`src/design/circular_doubly_linked_list_assert.svh`:
```
// Assertion macros shared by the list design.
`ifndef CIRCULAR_DOUBLY_LINKED_LIST_ASSERT_SVH
`define CIRCULAR_DOUBLY_LINKED_LIST_ASSERT_SVH
// Implication checked on every clock edge outside reset.
`define CDLL_ASSERT_IMP(label, clk, rstn, ante, cons, msg) \
    label: assert property (@(posedge clk) disable iff (!rstn) (ante) |-> (cons)) \
        else $error(msg);
// Implication whose consequence is checked in the cycle after the antecedent.
`define CDLL_ASSERT_NEXT(label, clk, rstn, ante, cons, msg) \
    label: assert property (@(posedge clk) disable iff (!rstn) (ante) |=> (cons)) \
        else $error(msg);
`endif

```
`src/design/cdll_ram.sv`:
```
// ----------------------------------------------------------------------------
// cdll_ram
// Generic synchronous RAM with one write port, one read port and a registered read.
// ----------------------------------------------------------------------------
module cdll_ram #(
    parameter int WIDTH = 8,
    parameter int DEPTH = 256
) (
    input  logic                     aclk,
    input  logic                     we,
    input  logic [$clog2(DEPTH)-1:0] waddr,
    input  logic [WIDTH-1:0]         wdata,
    input  logic [$clog2(DEPTH)-1:0] raddr,
    output logic [WIDTH-1:0]         rdata
);
    logic [WIDTH-1:0] mem [DEPTH];

    always_ff @(posedge aclk) begin
        if (we) begin
            mem[waddr] <= wdata;
        end
        rdata <= mem[raddr];
    end
endmodule

```
`config.mk`:
```
export PLATFORM = sky130hd
export DESIGN_NAME = cdll_ram
export DESIGN_NICKNAME = d
export VERILOG_FILES = /design/src/design/circular_doubly_linked_list_assert.svh /design/src/design/cdll_ram.sv
export SDC_FILE = /design/constraint.sdc
export NUM_CORES = 2
export LEC_CHECK = 0
export ABC_CLOCK_PERIOD_IN_PS = 7250
export BUFFER_PORTS_ARGS = -buffer_cell sky130_fd_sc_hd__buf_2
export CELL_PAD_IN_SITES_DETAIL_PLACEMENT = 1
export CELL_PAD_IN_SITES_GLOBAL_PLACEMENT = 1
export CORE_AREA = 2 2 579 351
export DETAILED_ROUTE_END_ITERATION = 10
export DIE_AREA = 0 0 581 353
export PLACE_DENSITY_LB_ADDON = 0.1
export REMOVE_ABC_BUFFERS = 1
export SLEW_MARGIN = 40
export SYNTH_ARGS = -nofsm -noshare
export SYNTH_HDL_FRONTEND = slang
export SYNTH_SLANG_ARGS = --single-unit
```
`constraint.sdc`:
```
create_clock -name aclk -period 7.25 [get_ports aclk]
set_input_delay 1.45 -clock aclk [delete_from_list [all_inputs] [get_ports aclk]]
set_output_delay 1.45 -clock aclk [all_outputs]
set_load 0.02 [all_outputs]
```
==> results.yml <==
status:
  status: "complete, no violations"
critical_path:
  end_kind: "flip-flop"
  worstPathArrival_ns: 5.20
  worst_path_most_repeated_cell: "buf_4"
  path_buf_inv: 4
  cp_slowest_stage_delay_ns: 0.66
  worst_setup_path_start_kind: "input pin"
  cp.required_ns: 7.94
  slowest_stage: "a211oi_2"
  rrSetupSlack_ns: 4.37
  path_class: "input pin to flip-flop"
  crit_family: "compound AO/OA/AOI/OAI gates"
  crit_fanout: 35
  cp_cell_sequence: "buf_8, buf_16, buf_4, buf_4, mux4_2, a22o_1, a221oi_1, o221ai_1, a211oi_2, nor4_1"
power_and_ir_drop:
  vdd_ir_drop_max_v: 0.000210
  switching_share: 0.219
  total_power_uw: 24600
  p_clk_frac: 0.413
  power.density_nw_per_um2: 273
  combPwrFrac: 0.053
  leakage_uw: 0.0273
  p_int_uw: 19200
  switching_power_uw: 5380
  p_seq_frac: 0.534
synthesis:
  synth_top_cell_by_area: "edfxtp_1"
  ys_seq_elements: 2056
  syn_area_per_cell_um2: 21.3
  synth_top_flop_cell: "edfxtp_1"
  synthesis.area_um2: 79600
  yosysWarnings: 0
  synth_cell_type_count: 55
  synth_edf_count: 2048
  synth-seq-area-share: 0.775
  yosysTopAreaCellShare: 0.773
  synth.most_common_cell: "edfxtp_1"
  yosys-top-cells-count: "2048 x edfxtp_1, 454 x mux4_2, 282 x nor2_1"
  synth_cells: 3733
  async_flop_share: 0
  ys_top_cells_by_area: "edfxtp_1 77%, mux4_2 13%, mux2i_1 1.7%"
floorplan:
  fp.dieH_um: 353
  floorplan.die.width_um: 581
  io_pins: 34
  start_util: 0.396
  row_count: 128
  core_um2: 201000
  dieArea_um2: 205000
cts:
  cts_made_buffers: 195
  clockBufferDepth: 4
  clkSlewWorstSetupHoldPaths_ns: 0.06
  cts.sinks: 2056
  clockRootBuffer: "clkbuf_16"
  ctsHoldBuffers: 0
  cts_resized: 0
  clock_latency_ns: 0.84
  cts_tree: "yes"
  ctsHtreeMaxLevel: 4
  post-cts-setup-buffer-count: 0
timing:
  setup_ws_ns: 2.74
  setup_tns_ns: 0
  skew_ns: 0.0369
  timing.final.crit_share: 0.622
  setup_viol: 0
  fmax_mhz: 222
  maxSlewViolCount: 0
  rsz0062_at_grt: "false"
  hold_viol_final: 0
  slew_headroom: 0.427
  fin_crit_ns: 4.51
  worstMarginPinSlew_ns: 0.856
detailed_routing:
  firstDrtPassIters: 5
  top_layer: "met5"
  vias: 39100
  wl_um: 231000
  wl_met1_um: 113000
  drc: 0
  wl_met3_um: 17500
  dr_wl_met2_um: 97500
  vias_per_cell: 5.86
  drtIter0Drc: 4499
  ant_nets: 0
  wl_per_cell_um: 34.6
layout:
  num-nets-final: 3886
  final_cell_area_um2: 90100
  areaGrowthSynthToFinish_pct: 13.2
  final_cell_count_no_fill: 6677
  fillers: 18200
  drive_gt1_frac: 0.284
place:
  io_buffers: 33
  dp_hpwl_um: 140000
  placed_area_um2: 83600
  gp_congestion: 0.771
  dpl_worst_slack_ns: 1.74
  dp_cells: 6319
job:
  maxCapViolCount: 0
worst_hold_path:
  min_path_type: "input pin to flip-flop"
global_route:
  grt_pass1_vias: 39500
  grt_pass1_wl_um: 325000
  grtUsageTotal: 0.225
  antenna_found_initial: 17
  grt_overflow: 0
  grt_start_max_net_pins: 170
[power by group through the flow]
stage	Clock (µW)	Sequential, µW	Combinational (µW)
2_1_floorplan	0	13400	460
3_3_place_gp	0	13400	1270
3_5_place_dp	0	13400	1300
4_1_cts	10300	13100	1300
5_1_grt	10800	13100	1380
6_report	10100	13100	1310
[layer usage]
metal,GRT usage,vias up
li1,-,16000
met1,0.364,21500
met2,0.313,1389
met3,0.0478,235
met4,0.0384,2
met5,0,-
[kinds of logic (layout without fill, tap and decap cells)]
kind of cell / after synthesis / after routing / synth area share
simple gates: 466 / 466 / 0.0263
compound gates: 385 / 385 / 0.0342
buf+inv: 235 / 509 / 0.0183
other cells: 0 / 5 / 0
mux: 591 / 591 / 0.146
flops: 2056 / 2056 / 0.775
[area by class of cell]
cell class                 instances  area, µm²  area share
antenna                            5       12.5    0.000139
clock buffer                     233       5110      0.0567
clock inverter                   111        985      0.0109
inverter                           2       7.51   0.0000833
multi-input combinational       1442      17200       0.191
sequential                      2056      61700       0.685
tap                             2665       3330      0.0370
timing repair buffer             163       1780      0.0197
[through the flow]
stage / utilization / hold slack, ns
2_1_floorplan: - / 0.763
3_3_place_gp: 0.413 / 1.09
3_5_place_dp: 0.417 / 1.07
4_1_cts: 0.447 / 0.958
5_1_grt: 0.449 / 0.954
6_report: 0.449 / 0.998
[registers in the layout, indices dropped and copies added (netlist names)]
register	cells
rdata	8
mem	2048
[path summary, 6_finish.rpt]
path              start    endpoint  cells after the start
min reg2reg  mem[60][1]    rdata[1]                      6
min            wdata[1]  mem[76][1]                      1
max            raddr[0]    rdata[3]                     10
max reg2reg  mem[26][3]    rdata[3]                      6
[cell usage in the layout (no fill, tap or decap), types with 11 or more instances in the layout]
cell type     n
clkbuf_16   199
edfxtp_1   2048
mux2i_1     134
nor2_2      197
a22oi_1     133
clkinv_2     36
nor2_1       82
clkinv_1     50
buf_16       11
a221oi_1     13
nor4_1       16
buf_4        93
clkbuf_1     34
buf_2        22
nand3_1      19
nor3_1       21
o221ai_1     46
bufinv_16    19
a21oi_1      94
nand2_1      25
o22ai_1      28
mux4_2      454
nand3_2      15
buf_12       24
nor2b_1      28
a211oi_1     14
Note: power is estimated with default switching activity, not from simulation.
